===== src/rtl/core/pfba_ram.sv =====
module pfba_ram #(
    parameter int WIDTH = 32,
    parameter int DEPTH = 128
) (
    input  logic                             aclk,
    input  logic                             we,
    input  logic [$clog2(DEPTH > 1 ? DEPTH : 2)-1:0] waddr,
    input  logic [WIDTH-1:0]                 wdata,
    input  logic                             re,
    input  logic [$clog2(DEPTH > 1 ? DEPTH : 2)-1:0] raddr,
    output logic [WIDTH-1:0]                 rdata
);

    logic [WIDTH-1:0] mem [DEPTH];

    always_ff @(posedge aclk) begin
        if (we) begin
            mem[waddr] <= wdata;
        end
        if (re) begin
            rdata <= mem[raddr];
        end
    end

endmodule


===== config.mk =====
export PLATFORM = sky130hd
export DESIGN_NAME = pfba_ram
export DESIGN_NICKNAME = d
export VERILOG_FILES = /design/src/rtl/core/pfba_ram.sv
export SDC_FILE = /design/constraint.sdc
export NUM_CORES = 2
export LEC_CHECK = 0
export BUFFER_PORTS_ARGS = -buffer_cell sky130_fd_sc_hd__buf_2
export CAP_MARGIN = 20
export CORE_UTILIZATION = 38
export DETAILED_ROUTE_END_ITERATION = 8
export PLACE_DENSITY = 0.51
export SLEW_MARGIN = 20
export SYNTH_ARGS = -nofsm -noshare
export SYNTH_HDL_FRONTEND = slang
export SYNTH_SLANG_ARGS = --single-unit

===== constraint.sdc =====
create_clock -name aclk -period 5.7 [get_ports aclk]
set_clock_uncertainty 0.15 [all_clocks]
set_input_delay 0.855 -clock aclk [delete_from_list [all_inputs] [get_ports aclk]]
set_output_delay 0.855 -clock aclk [all_outputs]
set_load 0.02 [all_outputs]

Word-level counts from Yosys, hierarchy flattened
Memory sizes are Yosys's and may differ from the RTL's. A register that Yosys moved wholly into a read port is not among the register bits.
Index checks and enable logic that the tools add are counted.
{ "word_totals": {"reg_bits": 0, "mem_bits_rw": 4096, "n_memories": 1} }
{ "memory_table": {"columns": ["memory", "depth", "word_bits", "rd", "rd_ports_with_merged_regs", "write_ports", "line_no", "rtl"], "rows": [
  ["mem", 128, 32, 1, 1, 1, "14", "logic [WIDTH-1:0] mem [DEPTH];"]
]} }
{ "classes": {"n_mux": 2} }
{ "op_table": {"columns": ["operator", "count"], "rows": [
  ["1-bit two-way mux", 2]
]} }

Longest topological paths before layout
{ "logic_depth": {"ltp_word": 2, "mapped_depth": 8, "mapped_depth_nobuf": 4} }

Least setup slack after synthesis
No wires, ideal clock.
{ "synth_path": {"kind": "input to register", "start": "input we", "end": "memory mem[98][0] (enable)", "arrival_ns": 3.633, "required_time_ns": 5.089, "path_slack_ns": 1.456, "cell_stages": 3, "n_path_buf": 1, "cell_sequence": "clkbuf_1 > nand4_1 > nor3_1"} }
{ "synth_via": {"elab_chain_len": 2} }
{ "synth_lines": {"columns": ["element", "line_no", "rtl"], "rows": [
  ["start: declaration", "6", "input logic we,"],
  ["1-bit two-way mux", "17", "if (we) begin"],
  ["1-bit two-way mux (implied by the code)", "18", "mem[waddr] <= wdata;"],
  ["end: declaration", "14", null]
]} }
No other way between the ends.

==> results.yml <==
status:
  status: "finished clean"
timing:
  tns_ps: 0
  max_clock_freq_mhz: 268
  timing.final.crit_share: 0.656
  hold_ws_ps: 157
  slew_headroom: 0.214
  slew_viol_final: 0
  hold_viol: 0
  setup_slack_ps: 1960
  grt_setup_unrepaired: "false"
  setup-violations-final: 0
  period_minus_slack_ps: 3740
  worstMarginPinSlew_ps: 1180
clock_network:
  numCtsBuffers: 427
  clk_latency_ps: 1000
  cts_buffer_depth: 4
  htreeDepth: 5
  root_buffer: "clkbuf_16"
  clk_pin_slew_ps: 60
  cts_hold_buf: 1
  cts_resized: 0
  cts_setup_buffers: 0
  cts_num_sinks: 4128
  cts_tree: "done"
synthesis:
  synthCells: 5990
  synth_seq_area_share: 0.792
  synth-seq-cells: 4128
  synthFlopType: "edfxtp_1"
  synth_area_leaders: "edfxtp_1 (79%), mux4_2 (19%), clkbuf_1 (0.44%)"
  synthesis.nets: 6039
  syn_avg_cell_area_sq_um: 26.1
  synth_top_area_frac: 0.792
  synthDistinctLibCells: 16
  yosysWarnings: 0
  synth_common_cells: "edfxtp_1 (4,128), mux4_2 (1,344), clkbuf_1 (182)"
  yosys.area.top_type: "edfxtp_1"
  async_reset_ff_frac: 0
  netlist_area_sq_mm: 0.157
  synth_edf_count: 4128
  yosysMostFrequentCell: "edfxtp_1"
final_layout:
  regArea_sq_mm: 0.124
  nFillCells: 34234
  fin_nets: 6585
  multi_input_area_sq_mm: 0.0323
  fin_util: 0.442
  final_cells: 12395
  drive_gt1_frac: 0.368
  final_cell_area_sq_mm: 0.181
  syn_to_final_growth_pct: 15.6
setup_path:
  rrSetupSlack_ps: 2660
  cp-start-kind: "input pin"
  crit_type: "input pin to register"
  worst-path-max-fanout: 33
  path_buf_inv: 4
  cpPeakStageDelay_ps: 630
  cp_cell_sequence: "buf_8 > buf_12 > buf_4 > buf_4 > mux4_2 > mux4_2 > mux4_2 > mux2_2"
  crit_family: "multiplexers"
  crit_top_cell: "mux4_2"
  critPathSlowestCell: "mux4_2"
  crit_path_end_kind: "register"
  critPathArrivalTime_ps: 4300
  rr_endpoint: "rdata[1]"
  r2r_cells: 4
  worstPathRequired_ps: 6260
  timing.rr.start: "mem[119][1]"
run:
  cap_violations: 0
hold_path:
  worstHoldPathType: "input pin to register"
  min_to: "mem[51][2]"
  min_from: "wdata[2]"
  min_path_cells: 1
placement:
  dp_slack_ps: 997
  placed_cells: 11556
  io_buffers: 80
  gp_congestion: 0.799
  placed_area_sq_mm: 0.167
  dp_hpwl_um: 265000
power_and_ir_drop:
  power.leakage_nw: 55.1
  p_total_mw: 64.5
  peakVddDrop_uv: 243
  power.density_mw_per_mm2: 356
die:
  initial_core_util: 0.382
  core-area_sq_mm: 0.410
  dieArea_sq_mm: 0.415
  die_w_um: 644
  die_y_um: 644
  row_count: 235
  ioPinCount: 81
drt:
  vias_per_cell: 5.71
  first_pass_iters: 6
  routed_wl_um: 455000
  ant_nets: 0
  drc: 0
  routedWlPerCell_um: 36.7
  vias: 70837
  drtIter0Drc: 8978
grt:
  antenna_found_initial: 75
  grt_pass1_wl_um: 622000
  grt_usage: 0.219
  grt_max_degree: 98
  grt_pass1_vias: 72883
  grt_overflow: 0
==> final cells by class <==
cell class,count,area share
Antenna cell,55,0.000760
Tap cell,5451,0.0377
Timing Repair Buffer,433,0.0234
Sequential cell,4128,0.685
Clock buffer,523,0.0617
Multi-Input combinational cell,1546,0.178
Clock inverter,259,0.0135
==> routing by layer <==
metal	GRT usage	share of wire
met1	0.297	0.40
met2	0.368	0.50
met3	0.0326	0.067
met4	0.0643	0.029
met5	0	0.00016
==> sequential cells by signal, summed over array words and instances, names as in the netlist <==
| signal | cells |
|---|---|
| rdata | 32 |
| mem | 4096 |
==> placed cells by master (no fill, tap or decap), drive strengths merged <==
master / netlist / layout
buf: 134 / 432
bufinv: 0 / 40
clkbuf: 182 / 523
clkinv: 0 / 191
clkinvlp: 0 / 17
diode: 0 / 55
dlygate4sd3: 0 / 1
edfxtp: 4128 / 4128
inv: 0 / 11
mux2: 32 / 32
mux4: 1344 / 1344
nand2: 14 / 14
nand2b: 2 / 2
nand3: 12 / 12
nand4: 3 / 3
nor2: 122 / 122
nor2b: 7 / 7
nor3: 9 / 9
or3: 1 / 1
==> logic make-up after synthesis <==
kind of cell           count (synthesis)  synth area share
and+or+nand+nor                      170           0.00445
muxes                               1376             0.196
buffers and inverters                316           0.00837
DFF                                 4128             0.792
==> worst max-delay path by stage <==
stage	startpoint	to	slack, ps	cells past startpoint
global route	raddr[2]	rdata[26]	1980	8
finish	raddr[2]	rdata[26]	1960	8
floorplan	we	mem[98][0]	1460	3
detailed placement	raddr[2]	rdata[26]	1000	8
global placement	raddr[2]	rdata[26]	1000	8
CTS	raddr[2]	rdata[26]	2050	8
==> power by group <==
| part | switching [mW] | total (mW) | internal, mW |
|---|---|---|---|
| sequential | 0.122 | 33.7 | 33.6 |
| combinational | 2.16 | 3.43 | 1.27 |
| clock | 11.7 | 27.4 | 15.7 |
| total | 14.0 | 64.5 | 50.5 |
No activity file was read; power rests on OpenSTA's default activity.
